`src/rtl/core/vmfe_pkg.sv`:
```
// Shared types, constants and helpers for the voice mixer with fade envelope.
package vmfe_pkg;

    localparam int VOICES_DEF = 8;

    localparam int AMP_W   = 25;   // unsigned Q1.24 amplitude
    localparam int RAMP_W  = 26;   // signed Q1.24 per-frame step
    localparam int SMP_W   = 16;
    localparam int VOL_W   = 4;
    localparam int K_W     = 7;    // volume squared, 0..100
    localparam int A2_W    = 49;   // amplitude squared, at most 2^48
    localparam int GAIN_W  = A2_W + K_W;
    localparam int HALF_W  = GAIN_W / 2;
    localparam int Q_W     = 22;   // floor(mag * gain / 2^48), at most 3276800
    localparam int RECIP_W = 23;
    localparam int RECIP_SH = 29;
    localparam int VAL_W   = SMP_W + 1;

    localparam logic [AMP_W-1:0]   AMP_ONE     = AMP_W'(1 << 24);
    localparam logic [VOL_W-1:0]   VOL_MAX     = VOL_W'(10);
    // ceil(2^29 / 100): exact quotient by 100 for every Q below 2^22
    localparam logic [RECIP_W-1:0] RECIP_100   = RECIP_W'(5368710);

    typedef enum logic [1:0] {
        ACT_MIX  = 2'd0,
        ACT_AMP  = 2'd1,
        ACT_RAMP = 2'd2,
        ACT_NONE = 2'd3
    } t_action;

    typedef enum logic [0:0] {
        CFG_SOUND = 1'b0,
        CFG_MUSIC = 1'b1
    } t_cfg_idx;

    typedef enum logic [2:0] {
        ST_IDLE,
        ST_SQUARE,
        ST_GAIN,
        ST_PROD,
        ST_SUM,
        ST_RECIP,
        ST_MERGE
    } t_state;

    typedef struct packed {
        logic sq;
        logic gain;
        logic prod;
        logic sum;
        logic recip;
        logic merge;
    } t_ctl;

    // Volume setting to its square; settings above ten act as ten.
    function automatic logic [K_W-1:0] vol_gain(input logic [VOL_W-1:0] vol);
        logic [VOL_W-1:0] v;
        v = (vol > VOL_MAX) ? VOL_MAX : vol;
        return K_W'(v) * K_W'(v);
    endfunction

endpackage

```
`src/rtl/core/vmfe_lane.sv`:
```
// One channel lane: magnitude times gain, drop 48 fraction bits, divide by 100.
module vmfe_lane
    import vmfe_pkg::*;
(
    input  logic                    i_clk,
    input  t_ctl                    i_ctl,
    input  logic signed [SMP_W-1:0] i_sample,
    input  logic [GAIN_W-1:0]       i_gain,
    output logic signed [VAL_W-1:0] o_value
);

    localparam int PW = SMP_W + HALF_W;

    logic [SMP_W-1:0]         w_mag;
    logic [PW:0]              w_sum;
    logic [Q_W+RECIP_W-1:0]   w_qm;
    logic                     r_neg;
    logic [PW-1:0]            r_p_lo;
    logic [PW-1:0]            r_p_hi;
    logic [Q_W-1:0]           r_q;
    logic [SMP_W-1:0]         r_r;

    // -32768 maps to 0x8000, its magnitude as unsigned
    assign w_mag = i_sample[SMP_W-1] ? (~i_sample + 1'b1) : i_sample;
    assign w_sum = (PW+1)'(r_p_hi) + (PW+1)'(r_p_lo >> HALF_W);
    assign w_qm  = (Q_W+RECIP_W)'(r_q) * (Q_W+RECIP_W)'(RECIP_100);

    always_ff @(posedge i_clk) begin
        if (i_ctl.prod) begin
            r_neg  <= i_sample[SMP_W-1];
            r_p_lo <= PW'(w_mag) * PW'(i_gain[HALF_W-1:0]);
            r_p_hi <= PW'(w_mag) * PW'(i_gain[GAIN_W-1:HALF_W]);
        end
        if (i_ctl.sum) begin
            // bits above 2^48 of the full product
            r_q <= w_sum[48-HALF_W+Q_W-1:48-HALF_W];
        end
        if (i_ctl.recip) begin
            r_r <= w_qm[RECIP_SH+SMP_W-1:RECIP_SH];
        end
    end

    assign o_value = r_neg ? -$signed({1'b0, r_r}) : $signed({1'b0, r_r});

endmodule

```
`config.mk`:
```
export PLATFORM = sky130hd
export DESIGN_NAME = vmfe_lane
export DESIGN_NICKNAME = d
export VERILOG_FILES = /design/src/rtl/core/vmfe_pkg.sv /design/src/rtl/core/vmfe_lane.sv
export SDC_FILE = /design/constraint.sdc
export NUM_CORES = 2
export LEC_CHECK = 0
export ABC_AREA = 1
export BUFFER_PORTS_ARGS = -buffer_cell sky130_fd_sc_hd__buf_4
export CAP_MARGIN = 0
export CELL_PAD_IN_SITES_DETAIL_PLACEMENT = 1
export CELL_PAD_IN_SITES_GLOBAL_PLACEMENT = 1
export CORE_MARGIN = 3
export CORE_UTILIZATION = 30
export DETAILED_ROUTE_END_ITERATION = 12
export PLACE_DENSITY = 0.61
export RECOVER_POWER = 25
export SLEW_MARGIN = 20
export SYNTH_ARGS = -nofsm -noshare
export SYNTH_HDL_FRONTEND = slang
export SYNTH_SLANG_ARGS = --single-unit
```
`constraint.sdc`:
```
create_clock -name i_clk -period 6.6 [get_ports i_clk]
set_input_delay 0.33 -clock i_clk [delete_from_list [all_inputs] [get_ports i_clk]]
set_output_delay 0.33 -clock i_clk [all_outputs]
set_load 0.01 [all_outputs]
```
==> results.sh <==
export IMPL_fin_cells=7532
export IMPL_htreeDepth=3
export IMPL_hold_ws_ns=0.340
export IMPL_track_usage_pct=20.3
export IMPL_yosysTopAreaCell="fa_1"
export IMPL_hp_start="i_sample[15]"
export IMPL_drive_gt1_share_pct=13.7
export IMPL_syn_inst=5303
export IMPL_violations="capacitance limit, slew limit"
export IMPL_grt_first_pass_wirelength_um=230000
export IMPL_hpwlAfterDp_um=130000
export IMPL_antenna_found_initial=0
export IMPL_synthFlopType="edfxtp_1"
export IMPL_grt_pass1_vias=39500
export IMPL_maxSlewViolCount=60
export IMPL_viasPerCell=4.69
export IMPL_synth_seq_cells=97
export IMPL_min_to="r_neg"
export IMPL_ys_top_cells_by_area="fa_1 42%, ha_1 14%, inv_1 12%"
export IMPL_cts_sinks=97
export IMPL_drt_total_wl_um=149000
export IMPL_synth_nets=6754
export IMPL_critPathCaptureType="flop"
export IMPL_io_pins=96
export IMPL_synth_top_area_share_pct=42.0
export IMPL_coreArea_um2=142000
export IMPL_fin_setup_tns_ns=0
export IMPL_multi_input_area_um2=35500
export IMPL_yosys_warnings=0
export IMPL_ant_nets=0
export IMPL_clockBufferDepth=2
export IMPL_grt_max_degree=60
export IMPL_cpMostUsedCell="fa_1"
export IMPL_layout_commonest_cell="inv_1"
export IMPL_rsz0062_at_grt="true"
export IMPL_clk_latency_ns=0.39
export IMPL_rrSetupSlack_ns=0.51
export IMPL_cts_made_buffers=9
export IMPL_num_antenna_cells=0
export IMPL_reg2reg_to="r_r[14]"
export IMPL_syn_area_per_cell_um2=8.10
export IMPL_tightestPinTransition_ns=3.29
export IMPL_hp_class="input port to flop"
export IMPL_utilization_pct=35.4
export IMPL_fin_crit_sh_pct=97.5
export IMPL_critical_path_max_stage_delay_ns=0.59
export IMPL_layout_common_cells="1316 x inv_1, 1087 x nand2_1, 882 x fa_1"
export IMPL_synth_area_um2=42900
export IMPL_min_path_cells=2
export IMPL_synth_seq_area_share_pct=6.78
export IMPL_wire_per_inst_um=19.8
export IMPL_ys_types=50
export IMPL_slowest_stage="fa_1"
export IMPL_row_count=138
export IMPL_dr_pass1_iters=5
export IMPL_fmax_ghz=0.155
export IMPL_slew_headroom_pct=-119
export IMPL_synthArstFlopShare_pct=0
export IMPL_die_w_um=384
export IMPL_area_growth_pct=16.8
export IMPL_period_needed_ns=6.43
export IMPL_io_buffer_count=92
export IMPL_hold_viol_final=0
export IMPL_r2r_start="r_q[15]"
export IMPL_cp_data_required_time_ns=6.74
export IMPL_die_h_um=384
export IMPL_start_util_pct=30.3
export IMPL_path_clk_slew_ns=0.08
export IMPL_cp_start_kind="input port"
export IMPL_skew_ns=0.0149
export IMPL_synth_edf_count=97
export IMPL_setup_viol=0
export IMPL_dp_cells=7491
export IMPL_via_count=35300
export IMPL_regArea_um2=2910
export IMPL_max_cap_viol_count=1
export IMPL_r2r_cells=19
export IMPL_die_area_um2=148000
export IMPL_drtIter0Drc=1744
export IMPL_worstPathMaxFanout=5
export IMPL_nFillCells=17000
export IMPL_gp_congestion=0.890
export IMPL_grt_overflow=0
export IMPL_outcome="complete, but fails checks"
export IMPL_crit_type="input port to flop"
export IMPL_cts_root_buf="clkbuf_16"
export IMPL_num_nets_final=7088
export IMPL_cts_tree="done"
export IMPL_drc=0
export IMPL_arrival_ns=6.58
-- cells by family after synthesis --
| kind of cell | synth area share (%) |
|---|---|
| simple gates | 17.1 |
| flops | 6.78 |
| compound gates | 5.02 |
| fa+ha+maj | 55.7 |
| xor+xnor | 2.08 |
| buf+inv | 13.3 |
-- final cells by class --
cell class	count	share of cell area [%]
multi-input cells	3710	70.8
inverters	1355	10.2
repair buffers	464	7.94
flip-flops and latches	97	5.81
well taps	1890	4.71
clock buffers	11	0.464
clock inverters	5	0.0773
-- cell usage after synthesis (4+ instances only) --
library cell  instances
buf_1                 9
a31oi_1              23
nor2_1              502
xnor2_1              25
edfxtp_1             97
a21oi_1             173
xor2_1               77
nor3_1               45
or2_1                 4
o21ai_0             127
inv_1              1340
ha_1                472
nand4_1              23
a21o_1               21
a21boi_0              4
nand2_1            1129
nor2_2               20
clkbuf_1             85
buf_4                12
buf_2                32
nor4_1               11
clkinv_1              7
o21bai_1             22
fa_1                900
inv_2                 8
o211ai_1              4
nand3_1              93
-- worst max-delay path by stage --
stage                            from         end  depth (start not counted)
after detailed placement  i_sample[1]  r_p_hi[39]                         32
after floorplan           i_sample[0]  r_p_hi[40]                         32
after global placement    i_sample[1]  r_p_hi[36]                         30
final                     i_sample[1]  r_p_hi[39]                         29
after CTS                 i_sample[1]  r_p_hi[36]                         30
after global routing      i_sample[3]  r_p_lo[34]                         32
-- timing repair --
action                                  CTS  global route
setup buffers                             0            20
pin swaps                                 0            81
endpoints found under the setup margin    2            41
resized for setup                         5           337
hold buffers                              0             0
gates cloned                              0             6
-- per-stage QoR --
stage	worst slack, ns	area, µm²
after floorplan	0.0507	42900
after global placement	-0.608	48300
after detailed placement	-0.633	48300
after CTS	0.00125	48600
after global routing	-0.0744	50200
final	0.165	50200
-- routing by layer --
metal | part of all wire [%] | GRT usage (%) | routed length (µm) | vias up
met2 | 48 | 34.5 | 71700 | 565
met3 | 3.5 | 2.02 | 5200 | 127
li1 | - | - | - | 16400
met5 | 0 | 0 | 0 | -
met1 | 46 | 28.2 | 69400 | 18300
met4 | 2.0 | 3.52 | 3000 | 0
-- worst max-delay path, delay by kind of cell --
| kind | cells | cell delay [ns] |
|---|---|---|
| AO/OA/AOI/OAI | 4 | 0.56 |
| XOR/XNOR | 1 | 0.15 |
| adder cells (fa/ha/maj) | 8 | 3.48 |
| buffers and inverters | 5 | 0.55 |
| AND/OR/NAND/NOR | 11 | 1.47 |
-- registers in the layout, summed over array words and instances (netlist names) --
name    count
r_neg       1
r_p_hi     42
r_p_lo     16
r_q        22
r_r        16
Power is not shown: default switching activity piles up to over one toggle a cycle in this logic, so the estimate is an artifact.
