### config.mk
export PLATFORM = sky130hd
export DESIGN_NAME = vmfe_gain
export DESIGN_NICKNAME = d
export VERILOG_FILES = /design/src/rtl/core/vmfe_pkg.sv /design/src/rtl/core/vmfe_gain.sv
export SDC_FILE = /design/constraint.sdc
export NUM_CORES = 2
export LEC_CHECK = 0
export BUFFER_PORTS_ARGS = -buffer_cell sky130_fd_sc_hd__buf_4
export CORE_MARGIN = 5
export CORE_UTILIZATION = 60
export CTS_BUF_LIST = sky130_fd_sc_hd__clkbuf_4
export CTS_CLUSTER_DIAMETER = 30
export DETAILED_ROUTE_END_ITERATION = 7
export HOLD_SLACK_MARGIN = 0.12
export PLACE_DENSITY_LB_ADDON = 0.15
export SLEW_MARGIN = 20
export SYNTH_ARGS = -nofsm -noshare
export SYNTH_HDL_FRONTEND = slang
export SYNTH_SLANG_ARGS = --single-unit
### constraint.sdc
create_clock -name i_clk -period 6.4 [get_ports i_clk]
set_input_delay 0.32 -clock i_clk [delete_from_list [all_inputs] [get_ports i_clk]]
set_output_delay 0.32 -clock i_clk [all_outputs]
set_load 0.1 [all_outputs]
### src/rtl/core/vmfe_pkg.sv
// Shared types, constants and helpers for the voice mixer with fade envelope.
package vmfe_pkg;

    localparam int VOICES_DEF = 8;

    localparam int AMP_W   = 25;   // unsigned Q1.24 amplitude
    localparam int RAMP_W  = 26;   // signed Q1.24 per-frame step
    localparam int SMP_W   = 16;
    localparam int VOL_W   = 4;
    localparam int K_W     = 7;    // volume squared, 0..100
    localparam int A2_W    = 49;   // amplitude squared, at most 2^48
    localparam int GAIN_W  = A2_W + K_W;
    localparam int HALF_W  = GAIN_W / 2;
    localparam int Q_W     = 22;   // floor(mag * gain / 2^48), at most 3276800
    localparam int RECIP_W = 23;
    localparam int RECIP_SH = 29;
    localparam int VAL_W   = SMP_W + 1;

    localparam logic [AMP_W-1:0]   AMP_ONE     = AMP_W'(1 << 24);
    localparam logic [VOL_W-1:0]   VOL_MAX     = VOL_W'(10);
    // ceil(2^29 / 100): exact quotient by 100 for every Q below 2^22
    localparam logic [RECIP_W-1:0] RECIP_100   = RECIP_W'(5368710);

    typedef enum logic [1:0] {
        ACT_MIX  = 2'd0,
        ACT_AMP  = 2'd1,
        ACT_RAMP = 2'd2,
        ACT_NONE = 2'd3
    } t_action;

    typedef enum logic [0:0] {
        CFG_SOUND = 1'b0,
        CFG_MUSIC = 1'b1
    } t_cfg_idx;

    typedef enum logic [2:0] {
        ST_IDLE,
        ST_SQUARE,
        ST_GAIN,
        ST_PROD,
        ST_SUM,
        ST_RECIP,
        ST_MERGE
    } t_state;

    typedef struct packed {
        logic sq;
        logic gain;
        logic prod;
        logic sum;
        logic recip;
        logic merge;
    } t_ctl;

    // Volume setting to its square; settings above ten act as ten.
    function automatic logic [K_W-1:0] vol_gain(input logic [VOL_W-1:0] vol);
        logic [VOL_W-1:0] v;
        v = (vol > VOL_MAX) ? VOL_MAX : vol;
        return K_W'(v) * K_W'(v);
    endfunction

endpackage

### src/rtl/core/vmfe_gain.sv
// Shared gain front end: amplitude squared, then times the volume square.
module vmfe_gain
    import vmfe_pkg::*;
(
    input  logic                i_clk,
    input  t_ctl                i_ctl,
    input  logic [AMP_W-1:0]    i_amp,
    input  logic [VOL_W-1:0]    i_vol,
    output logic [GAIN_W-1:0]   o_gain
);

    logic [2*AMP_W-1:0] w_a2_full;
    logic [A2_W-1:0]    r_a2;
    logic [GAIN_W-1:0]  r_gain;

    assign w_a2_full = (2*AMP_W)'(i_amp) * (2*AMP_W)'(i_amp);

    always_ff @(posedge i_clk) begin
        if (i_ctl.sq) begin
            r_a2 <= w_a2_full[A2_W-1:0];
        end
        if (i_ctl.gain) begin
            r_gain <= GAIN_W'(r_a2) * GAIN_W'(vol_gain(i_vol));
        end
    end

    assign o_gain = r_gain;

endmodule

==> run summary <==
Routability-driven placement finished with a final weighted congestion of 0.976. The hold violation total from the final report was 0. sky130_fd_sc_hd__inv_1 is the most common cell in the netlist. The reg-to-reg critical path startpoint is r_a2[20]$_DFFE_PP_. Once the floorplan was initialized, standard cells occupied 60.6% of the core.

In the synthesized netlist the dominant register cell turns out to be sky130_fd_sc_hd__edfxtp_1. The kind of critical path is in -> reg. The largest stage delay on the critical path came out at 0.48 ns. The count of routing violations after the opening detailed-route iteration is 1209. Measured against the total synthesized area, the mux share comes to 0.130%. The post-synthesis instance area came out at 31800 um2. The clock reaches the later pin of the worst-skew pair after 0.57 ns. The register-to-register setup slack came out at 1.02 ns. The fill cell instance count of the final layout came out at 4114.

The flip-flop and latch area came out at 3120 um2. The share of synthesized cell area in full adder, half adder and majority cells came out at 53.1%. Summing the areas of all compound-gate instances in the mapped netlist gives 7.41% of the synthesized area. Based on the critical path, the design can be clocked at up to 161 MHz. The pre-antenna-repair detailed-routing pass consisted of 6 iterations.

The total track usage came out at 26.9%. Once detail routing completed, the nets flagged for antenna violations numbered 0. The longest clock path from root to sink contains 2 buffers. Tracing the worst setup path back leads to its startpoint at i_vol[2]. For this run, the register share of the synthesized area comes to 9.81%.

By area the synthesized netlist is led by sky130_fd_sc_hd__fa_1, sky130_fd_sc_hd__ha_1, sky130_fd_sc_hd__inv_1. The arrival time of the worst setup path is 6.54 ns. For this design the top-level I/O count stands at 92. The placeable core area came out at 52600 um2. The number of flip-flops and latches in the synthesized netlist came out at 104. The half-perimeter wire length after placement came out at 66100 um. Dividing the detail-routed wire length by the instance count gives 16.2 um. Counting I/O delays and the setup requirement, the final critical path takes 6.20 ns.

The min-delay analysis places its worst path in the category in -> reg. The number of levels the H-tree was split into is 3. Following the worst setup path forward leads to its endpoint at o_gain[48]$_DFFE_PP_. The number of maximum-capacitance constraint violations came out at 0.

The worst-margin pin slew came out at 1.03 ns. The number of buffers added on ports is 87. The flow ran to the end, and the final reports show no timing, DRC or antenna violations.

The share of synthesized flip-flops with an asynchronous set or reset is 0%. The clock slew seen by the registers of the worst setup and hold paths came out at 0.16 ns. The via count of the first global-routing pass is 26291.

The average footprint of a synthesized cell came out at 9.20 um2. The critical path required time came out at 6.73 ns. The detailed-route via count is 23704. The simple-gate area share of the yosys netlist is 13.9%. The initial antenna violation count is 2. The number of standard-cell rows in the floorplan is 84. The synthesized-area fraction occupied by xor and xnor cells is 2.89%. The combinational family with the most area after synthesis is adder cells. From bottom edge to top edge, the die measures 240 um. The count of buffer and inverter cells on the critical path is 7. By count the netlist is led by sky130_fd_sc_hd__inv_1, sky130_fd_sc_hd__fa_1, sky130_fd_sc_hd__and2_1. The fraction of final layout cells sized beyond drive strength 1 is 15.4%. The slowest stage of the critical path belongs to the cell sky130_fd_sc_hd__fa_1. The biggest area contributor in the post-synthesis netlist is sky130_fd_sc_hd__fa_1. STA classifies the critical path startpoint as an input port. The final worst clock skew came out at 0.0259 ns. The global-route wire length before repair came out at 126000 um. The count of pins over their slew limit is 0. After detailed routing, the number of remaining DRC violations is 0. The die covers 57700 um2. Among cell families on the critical path, the largest total delay comes from adder cells. The maximum number of pins on one net before global-route repair is 57.

The average vias per placed instance came out at 5.18. The final layout contains routed wiring with a total length of 74100 um. The synthesized design contains 104 enable-type register cells.

TritonCTS created 9 clock buffers. In this run the biggest area consumer among cell types represents 41.1% of the synthesized area. The sum of overflow across all layers after global routing is 0.

The layout overhead on the synthesized area came out at 14.9%. The TritonCTS clock tree is yes. The hold-fix buffer count after cts came out at 0. The floorplan step set the die width to 240 um.

Of all nets on the critical path, the largest fanout is 16. The number of setup violations in the final report came out at 0. The post-route setup TNS is 0 ns. The critical path runs through a total of 28 cells. The worst slew margin relative to its limit came out at 31.3%. Counting cells, the worst reg-to-reg path comes to 20. STA classifies the critical path endpoint as a register. In this run, distinct cell masters in the synthesized netlist total 75. The number of warnings issued by yosys came out at 0. The clock net in this run drives a total of 104 sinks.

The total area of multi-input combinational cells is 24800 um2. The final layout contains 4878 nets. The cell count after synthesis is 3459.

CTS placed an instance of sky130_fd_sc_hd__clkbuf_4 at the clock tree root. The cell seen most often among critical-path stages is sky130_fd_sc_hd__fa_1. The endpoint of the worst register-to-register path is o_gain[51]$_DFFE_PP_. The final critical path takes up 96.9% of the cycle.
[worst min-delay path by stage]
stage                                 start                   to  slack [ns]  cells after the start
final                              i_ctl[4]  o_gain[3]$_DFFE_PP_        0.29                      1
after global placement    r_a2[0]$_DFFE_PP_  o_gain[0]$_DFFE_PP_        0.65                      1
after detailed placement  r_a2[0]$_DFFE_PP_  o_gain[0]$_DFFE_PP_        0.66                      1
after CTS                          i_ctl[5]   r_a2[48]$_DFFE_PP_        0.27                      1
after floorplan                    i_amp[0]    r_a2[0]$_DFFE_PP_        0.42                      0
after global routing               i_amp[0]    r_a2[0]$_DFFE_PP_        0.30                      2
[what timing repair did]
| action | 4_1_cts | 5_1_grt |
|---|---|---|
| resized for setup | 0 | 21 |
| setup endpoints to repair | 0 | 22 |
| buffers inserted | 0 | 2 |
[state kept, by name, indices dropped and copies added, names as in the netlist]
signal	cells
o_gain	56
r_a2	48
[final cells by class]
type,count,share of cell area [%]
antenna,1,0.00685
clock buffer,9,0.185
clock inverter,7,0.106
inverter,963,9.91
multi-input combinational,2278,67.8
sequential,104,8.54
tap,688,2.35
timing repair buffer,528,11.1
[cells by family (layout without fill, tap and decap cells)]
| kind of cell | Yosys count | count (layout) |
|---|---|---|
| AND/OR/NAND/NOR | 851 | 851 |
| other | 2 | 7 |
| flip-flops | 104 | 104 |
| AO/OA/AOI/OAI | 354 | 354 |
| adder cells (fa/ha/maj) | 958 | 958 |
| buffers and inverters | 1081 | 1507 |
| multiplexers | 4 | 4 |
| XOR/XNOR | 105 | 105 |
[routing by layer]
layer	track usage [%]	vias up	part of all wire, %
li1	-	11210	-
met1	36.2	11651	43
met2	45.5	673	48
met3	3.44	168	5.7
met4	9.04	2	3.6
met5	0	-	0.0094
[layout by cell type, fill, tap and decap left out, types with 5 or more instances in the layout]
master,synthesis,final
sky130_fd_sc_hd__a211oi_1,11,11
sky130_fd_sc_hd__nor3_1,12,11
sky130_fd_sc_hd__ha_1,305,305
sky130_fd_sc_hd__nand3_1,27,27
sky130_fd_sc_hd__a31oi_1,7,7
sky130_fd_sc_hd__nand2_1,259,256
sky130_fd_sc_hd__a21oi_2,2,6
sky130_fd_sc_hd__conb_1,2,6
sky130_fd_sc_hd__a21oi_1,131,125
sky130_fd_sc_hd__a211o_1,5,5
sky130_fd_sc_hd__fa_1,653,651
sky130_fd_sc_hd__nor2_1,101,98
sky130_fd_sc_hd__a21o_1,56,56
sky130_fd_sc_hd__buf_4,0,521
sky130_fd_sc_hd__xnor2_1,70,68
sky130_fd_sc_hd__o211ai_1,5,5
sky130_fd_sc_hd__nor2b_1,13,13
sky130_fd_sc_hd__clkbuf_4,0,9
sky130_fd_sc_hd__nand4_1,22,22
sky130_fd_sc_hd__o21ai_0,36,34
sky130_fd_sc_hd__and3_1,21,20
sky130_fd_sc_hd__xor2_1,35,34
sky130_fd_sc_hd__edfxtp_1,104,104
sky130_fd_sc_hd__and2_1,365,363
sky130_fd_sc_hd__o21ai_1,21,22
sky130_fd_sc_hd__inv_1,959,954
sky130_fd_sc_hd__buf_12,0,6
sky130_fd_sc_hd__o21bai_1,15,15
sky130_fd_sc_hd__o21a_1,13,13
[metrics by stage]
step / util (%) / cell area [um2] / instances / worst slack, ns / hold slack (ns)
floorplan: - / 32000 / 3463 / -0.0261 / 0.419
global placement: 69.1 / 36300 / 4559 / -0.497 / 0.653
detailed placement: 69.1 / 36300 / 4559 / -0.600 / 0.664
CTS: 69.3 / 36400 / 4575 / 0.0335 / 0.267
global route: 69.6 / 36600 / 4578 / -0.0517 / 0.304
finish: 69.6 / 36600 / 4578 / 0.197 / 0.287
Power is left out: the tool's default activity adds up to more than one toggle a clock period on the data nets, which glitch-free logic cannot reach.
