--- config.mk ---
export PLATFORM = sky130hd
export DESIGN_NAME = vmfe_merge
export DESIGN_NICKNAME = d
export VERILOG_FILES = /design/src/rtl/core/vmfe_pkg.sv /design/src/rtl/core/vmfe_merge.sv
export SDC_FILE = /design/constraint.sdc
export NUM_CORES = 1
export LEC_CHECK = 0
export BUFFER_PORTS_ARGS = -buffer_cell sky130_fd_sc_hd__buf_4
export CAP_MARGIN = 20
export CELL_PAD_IN_SITES_DETAIL_PLACEMENT = 1
export CELL_PAD_IN_SITES_GLOBAL_PLACEMENT = 2
export CORE_ASPECT_RATIO = 0.8
export CORE_UTILIZATION = 36
export DETAILED_ROUTE_END_ITERATION = 12
export GPL_ROUTABILITY_DRIVEN = 0
export PLACE_DENSITY = 0.86
export SYNTH_ARGS = -nofsm -noshare
export SYNTH_HDL_FRONTEND = slang
export SYNTH_SLANG_ARGS = --single-unit
export TNS_END_PERCENT = 5
--- constraint.sdc ---
create_clock -name i_clk -period 9.4 [get_ports i_clk]
set_clock_uncertainty 0.2 [all_clocks]
set_input_delay 1.88 -clock i_clk [delete_from_list [all_inputs] [get_ports i_clk]]
set_output_delay 1.88 -clock i_clk [all_outputs]
set_load 0.02 [all_outputs]
--- src/rtl/core/vmfe_pkg.sv ---
// Shared types, constants and helpers for the voice mixer with fade envelope.
package vmfe_pkg;

    localparam int VOICES_DEF = 8;

    localparam int AMP_W   = 25;   // unsigned Q1.24 amplitude
    localparam int RAMP_W  = 26;   // signed Q1.24 per-frame step
    localparam int SMP_W   = 16;
    localparam int VOL_W   = 4;
    localparam int K_W     = 7;    // volume squared, 0..100
    localparam int A2_W    = 49;   // amplitude squared, at most 2^48
    localparam int GAIN_W  = A2_W + K_W;
    localparam int HALF_W  = GAIN_W / 2;
    localparam int Q_W     = 22;   // floor(mag * gain / 2^48), at most 3276800
    localparam int RECIP_W = 23;
    localparam int RECIP_SH = 29;
    localparam int VAL_W   = SMP_W + 1;

    localparam logic [AMP_W-1:0]   AMP_ONE     = AMP_W'(1 << 24);
    localparam logic [VOL_W-1:0]   VOL_MAX     = VOL_W'(10);
    // ceil(2^29 / 100): exact quotient by 100 for every Q below 2^22
    localparam logic [RECIP_W-1:0] RECIP_100   = RECIP_W'(5368710);

    typedef enum logic [1:0] {
        ACT_MIX  = 2'd0,
        ACT_AMP  = 2'd1,
        ACT_RAMP = 2'd2,
        ACT_NONE = 2'd3
    } t_action;

    typedef enum logic [0:0] {
        CFG_SOUND = 1'b0,
        CFG_MUSIC = 1'b1
    } t_cfg_idx;

    typedef enum logic [2:0] {
        ST_IDLE,
        ST_SQUARE,
        ST_GAIN,
        ST_PROD,
        ST_SUM,
        ST_RECIP,
        ST_MERGE
    } t_state;

    typedef struct packed {
        logic sq;
        logic gain;
        logic prod;
        logic sum;
        logic recip;
        logic merge;
    } t_ctl;

    // Volume setting to its square; settings above ten act as ten.
    function automatic logic [K_W-1:0] vol_gain(input logic [VOL_W-1:0] vol);
        logic [VOL_W-1:0] v;
        v = (vol > VOL_MAX) ? VOL_MAX : vol;
        return K_W'(v) * K_W'(v);
    endfunction

endpackage

--- src/rtl/core/vmfe_merge.sv ---
// Merge stage: saturating accumulate of both lanes and the output register.
module vmfe_merge
    import vmfe_pkg::*;
(
    input  logic                    i_clk,
    input  logic                    i_rst_n,
    input  t_ctl                    i_ctl,
    input  logic                    i_add,
    input  logic                    i_first,
    input  logic                    i_last,
    input  logic                    i_faded,
    input  logic signed [VAL_W-1:0] i_value_l,
    input  logic signed [VAL_W-1:0] i_value_r,
    input  logic                    i_tready,
    output logic                    o_tvalid,
    output logic [2*SMP_W-1:0]      o_tdata,
    output logic                    o_tuser
);

    logic signed [SMP_W-1:0] r_acc_l, r_acc_r, n_acc_l, n_acc_r;
    logic signed [SMP_W-1:0] r_out_l, r_out_r;
    logic                    r_out_faded;
    logic                    r_out_valid;

    function automatic logic signed [SMP_W-1:0] sat_add(
        input logic signed [SMP_W-1:0] a,
        input logic signed [VAL_W-1:0] b
    );
        logic signed [VAL_W:0] t;
        t = (VAL_W+1)'(a) + (VAL_W+1)'(b);
        if (t > (VAL_W+1)'(32767)) begin
            return SMP_W'(32767);
        end else if (t < -(VAL_W+1)'(32768)) begin
            return SMP_W'(-32768);
        end
        return t[SMP_W-1:0];
    endfunction

    always_comb begin
        n_acc_l = i_first ? '0 : r_acc_l;
        n_acc_r = i_first ? '0 : r_acc_r;
        if (i_add) begin
            n_acc_l = sat_add(n_acc_l, i_value_l);
            n_acc_r = sat_add(n_acc_r, i_value_r);
        end
    end

    always_ff @(posedge i_clk) begin
        if (!i_rst_n) begin
            r_acc_l     <= '0;
            r_acc_r     <= '0;
            r_out_valid <= 1'b0;
        end else begin
            if (i_ctl.merge) begin
                r_acc_l <= n_acc_l;
                r_acc_r <= n_acc_r;
            end
            if (i_ctl.merge && i_last) begin
                r_out_valid <= 1'b1;
            end else if (r_out_valid && i_tready) begin
                r_out_valid <= 1'b0;
            end
        end
    end

    always_ff @(posedge i_clk) begin
        if (i_ctl.merge && i_last) begin
            r_out_l     <= n_acc_l;
            r_out_r     <= n_acc_r;
            r_out_faded <= i_faded;
        end
    end

    assign o_tvalid = r_out_valid;
    assign o_tdata  = {r_out_r, r_out_l};
    assign o_tuser  = r_out_faded;

endmodule

==> flow_summary.yaml, run 1 <==
min_path:
  hold_depth: 2
  hold_path_class: "reg2reg"
synth:
  yosysSeqAreaShare: 0.361
  netlist_instances: 537
  synth_largest_area_cell: "edfxtp_1"
  synth_top_area_share: 0.216
  synth_fp_nets: 620
  synth.top_cells.by_area: "edfxtp_1 (22%), dfxtp_1 (14%), ha_1 (9.3%)"
  synthFlopType: "edfxtp_1"
  yosys-top-cells-count: "nand2_1 (67), nor2_1 (64), nor2b_1 (35)"
  yosysMostFrequentCell: "nand2_1"
  synth_edf_count: 33
  async_flop_share: 0
  synth-seq-cells: 66
  synth_area_sq_mm: 0.00458
  synth_cell_types: 60
  yosys_warnings: 0
  syn_avg_cell_area_sq_um: 8.53
timing:
  period_needed_ps: 5200
  hold_viol: 0
  fin_ws_ps: 4200
  slew_headroom: 0.357
  post-route-period-util: 0.553
  fmax_mhz: 192
  rsz0062_at_grt: "false"
  finalSetupViolations: 0
  holdWs_ps: 246
  finalSetupTns_ps: 0
  worstMarginPinSlew_ps: 962
  slew_viol_final: 0
clock_tree:
  postCtsSetupBuffers: 0
  cts_resized: 0
  clkLatencyLatePin_ps: 340
  path_clk_slew_ps: 60
  cts_root_buf: "clkbuf_16"
  cts.path.max_buffers: 2
  cts_tree: "done"
  htree_levels: 3
  cts_buffers: 9
  cts_hold_buf: 0
  cts_sinks: 66
routing:
  drtIter0Drc: 195
  antenna_left: 0
  drc_errors: 0
  num_vias: 4427
  wl_per_cell_microns: 17.9
  dr.pass1.iters: 4
  vias_per_cell: 5.68
  drt_wl_total_microns: 14000
global_routing:
  grt_pass1_vias: 4521
  grt-ovfl-total: 0
  antenna_found_initial: 0
  grt_usage: 0.226
  grt_max_degree: 42
  grt_pass1_wl_microns: 22900
power_and_ir_drop:
  p_leak_nw: 2.27
  finalPower_mw: 0.861
  p_per_area_mw_per_mm2: 155
  ir_worst_vdd_uv: 85.0
floorplan:
  num_rows: 36
  core_area_sq_mm: 0.0123
  num_io_pins: 81
  dieArea_sq_mm: 0.0132
  die_x_microns: 128
  initial_core_util: 0.373
  dieHeight_microns: 103
final_layout:
  nFillCells: 1458
  nNetsFinal: 686
  final_layout_size_suffix_gt1_frac: 0.173
  antenna_cells: 0
  final_util: 0.451
  area_growth_pct: 21.1
critical_path:
  critical_path.max_fanout: 34
  crit_required_ps: 9430
  endpoint_kind: "register"
  start_kind: "primary input"
  cp_data_arrival_time_ps: 5230
  r2r_setup_slack_ps: 5710
  rr_worst_depth: 10
  path_class: "in2reg"
flow_run:
  cap_violations: 0
outcome:
  status: "finished, final reports clean"
placement:
  place_ws_ps: 3860
  port_buffers: 75
  dp_hpwl_microns: 10200
==> where the power goes <==
group | internal [mW] | total [mW] | switching [mW]
sequential | 0.329 | 0.339 | 0.0104
clock | 0.176 | 0.304 | 0.128
combinational | 0.0843 | 0.219 | 0.134
total | 0.589 | 0.861 | 0.273
==> metal layers <==
metal  vias up  wire (microns)  part of all wire  GRT usage
li1       2118               -                 -          -
met1      2195            6650              0.48      0.302
met2        91            6490              0.47      0.375
met3        23             562             0.040     0.0400
met4         0             253             0.018     0.0742
met5         -               0                 0          0
==> through the flow <==
stage / instance area, sq um / instances
finish: 5550 / 779
global route: 5550 / 779
CTS: 5550 / 779
detailed placement: 5280 / 763
global placement: 5270 / 762
floorplan: 4580 / 537
==> state kept, by name (all words and copies together), names as in the netlist <==
name / cells
r_out_r: 16
o_tuser: 1
r_acc_l: 16
r_acc_r: 16
r_out_l: 16
o_tvalid: 1
==> worst max-delay path, cell delays in order <==
cell      delay [ps]
buf_4            360
nor2b_1          170
ha_1             330
a211oi_1         270
nor2_1           150
o211ai_1         490
or3_1            190
nand4_1          150
o21ai_2          680
a211oi_1         240
o31ai_1          300
==> cells in the final DEF, fill, tap and decap left out, drive strengths merged, types with 24 or more instances in the layout <==
cell type  instances
dfxtp             33
buf               79
nand3             28
edfxtp            33
nor2              64
a21oi             24
nand2             68
o21ai             32
ha                34
nor2b             35
==> area by class of cell <==
class / instances / area (sq um) / share of cell area
multi-input cells: 434 / 2770 / 0.500
clock buffers: 10 / 229 / 0.0413
inverters: 13 / 48.8 / 0.00880
clock inverters: 6 / 33.8 / 0.00609
repair buffers: 79 / 597 / 0.108
flip-flops and latches: 66 / 1650 / 0.298
well taps: 171 / 214 / 0.0386
==> kinds of logic after synthesis <==
kind of cell / after synthesis / synth area share
AO/OA/AOI/OAI: 160 / 0.244
XOR/XNOR: 20 / 0.0382
adder cells (fa/ha/maj): 36 / 0.102
buffers and inverters: 37 / 0.0344
flip-flops: 66 / 0.361
AND/OR/NAND/NOR: 218 / 0.221
==> worst paths after layout <==
path            endpoint        start
max reg2reg  r_acc_l[11]   r_acc_l[1]
min          r_acc_l[12]  r_acc_l[12]
min reg2reg  r_acc_l[12]  r_acc_l[12]
max          r_acc_l[11]      i_first
No activity file was read; power rests on OpenSTA's default activity.
==> inputs of run 2 (changes only) <==
CORE_UTILIZATION = 30   (was 36)
PLACE_DENSITY = 0.77   (was 0.86)
clock period = 4.35 ns   (was 9.4 ns; I/O delays follow)
==> flow_summary.yaml, run 2 (synthesized netlist as in run 1, its figures left out) <==
critical_path:
  start_kind: "primary input"
  critical_path.max_fanout: 12
  endpoint_kind: "register"
  crit_required_ps: 4220
  r2r_setup_slack_ps: 960
  path_class: "in2reg"
  cp_data_arrival_time_ps: 3660
floorplan:
  core_area_sq_mm: 0.0150
  initial_core_util: 0.306
  dieArea_sq_mm: 0.0158
  num_rows: 40
  dieHeight_microns: 113
  num_io_pins: 81
  die_x_microns: 140
placement:
  dp_hpwl_microns: 10600
  place_ws_ps: 220
  port_buffers: 75
routing:
  dr.pass1.iters: 4
  drtIter0Drc: 214
  drc_errors: 0
  wl_per_cell_microns: 17.5
  antenna_left: 0
  num_vias: 4386
  vias_per_cell: 5.39
  drt_wl_total_microns: 14200
global_routing:
  grt_pass1_wl_microns: 22900
  antenna_found_initial: 0
  grt_max_degree: 42
  grt_usage: 0.187
  grt-ovfl-total: 0
  grt_pass1_vias: 4442
outcome:
  status: "finished, final reports clean"
final_layout:
  final_layout_size_suffix_gt1_frac: 0.200
  layout_common_cells: "buf_4 (95), nand2_1 (67), nor2_1 (64)"
  nFillCells: 1777
  antenna_cells: 0
  area_growth_pct: 25.8
  nNetsFinal: 703
  final_common_cell: "buf_4"
power_and_ir_drop:
  switchingPower_mw: 0.608
  swShare: 0.300
  power_frac_clock: 0.391
  internal_power_mw: 1.41
  power_frac_comb: 0.247
  p_per_area_mw_per_mm2: 351
  p_leak_nw: 2.39
  ir_worst_vdd_uv: 197
  p_seq_frac: 0.362
timing:
  hold_viol: 0
  slew_headroom: 0.336
  finalSetupViolations: 0
  finalSetupTns_ps: 0
  period_needed_ps: 3780
  fmax_mhz: 264
  fin_ws_ps: 569
  slew_viol_final: 0
  rsz0062_at_grt: "false"
  worstMarginPinSlew_ps: 994
  post-route-period-util: 0.869
clock_tree:
  cts.path.max_buffers: 2
  cts_hold_buf: 0
  cts_sinks: 66
  cts_resized: 0
  path_clk_slew_ps: 60
  cts_root_buf: "clkbuf_16"
  htree_levels: 3
  clkLatencyLatePin_ps: 340
  cts_buffers: 9
  postCtsSetupBuffers: 0
  cts_tree: "done"
min_path:
  hold_path_class: "reg2reg"
flow_run:
  cap_violations: 0
==> run 2: cell types whose count changed in the layout (fill, tap and decap cells not counted), sizes merged <==
cell	change
buf	+17
bufinv	+2
clkbuf	-1
clkinv	-1
==> run 2: power groups by stage <==
| stage | combinational (mW) | clock (mW) | sequential [mW] |
|---|---|---|---|
| after floorplan | 0.294 | 0 | 0.766 |
| after global placement | 0.489 | 0 | 0.742 |
| after detailed placement | 0.501 | 0 | 0.744 |
| after CTS | 0.504 | 0.812 | 0.732 |
| after global routing | 0.549 | 0.831 | 0.737 |
| final | 0.499 | 0.791 | 0.732 |
==> run 2: per-stage QoR <==
| step | power (mW) | util | cell area, sq um | cells | hold slack [ps] |
|---|---|---|---|---|---|
| CTS | 2.05 | 0.385 | 5760 | 814 | 245 |
| global route | 2.12 | 0.385 | 5760 | 814 | 278 |
| global placement | 1.23 | 0.364 | 5440 | 798 | 225 |
| detailed placement | 1.25 | 0.364 | 5440 | 798 | 233 |
| finish | 2.02 | 0.385 | 5760 | 814 | 247 |
| floorplan | 1.06 | - | 4580 | 537 | 217 |
==> run 2: worst max-delay path, cell delays in order <==
cell       delay (ps)
buf_4             180
buf_4             200
nor2b_1           180
ha_1              310
a21oi_1           210
nand2_1           100
o211ai_1          450
a211oi_1          170
o2bb2ai_2         260
o21ai_2            90
buf_4             200
a211oi_1          330
nor2_1            120
==> run 2: area by class of cell <==
class,count,area [sq um],share of cell area
clock buffers,9,225,0.0391
flip-flops and latches,66,1650,0.287
inverters,13,48.8,0.00847
well taps,189,236,0.0410
clock inverters,7,93.8,0.0163
multi-input cells,434,2770,0.481
repair buffers,96,733,0.127
==> run 2: path summary, 6_finish.rpt <==
path | start | end | cells after the start
worst min-delay path | r_acc_l[9] | r_acc_l[9] | 2
worst max-delay path | i_first | r_out_l[1] | 13
worst min register to register | r_acc_l[9] | r_acc_l[9] | 2
worst max register to register | r_acc_l[0] | r_out_l[12] | 11
==> run 2: metal layers <==
layer,vias up,track usage,wire length [microns],part of all wire
met3,22,0.0439,608,0.043
met1,2136,0.252,7100,0.50
met4,0,0.0564,232,0.016
met5,-,0,0,0
met2,77,0.296,6300,0.44
li1,2151,-,-,-
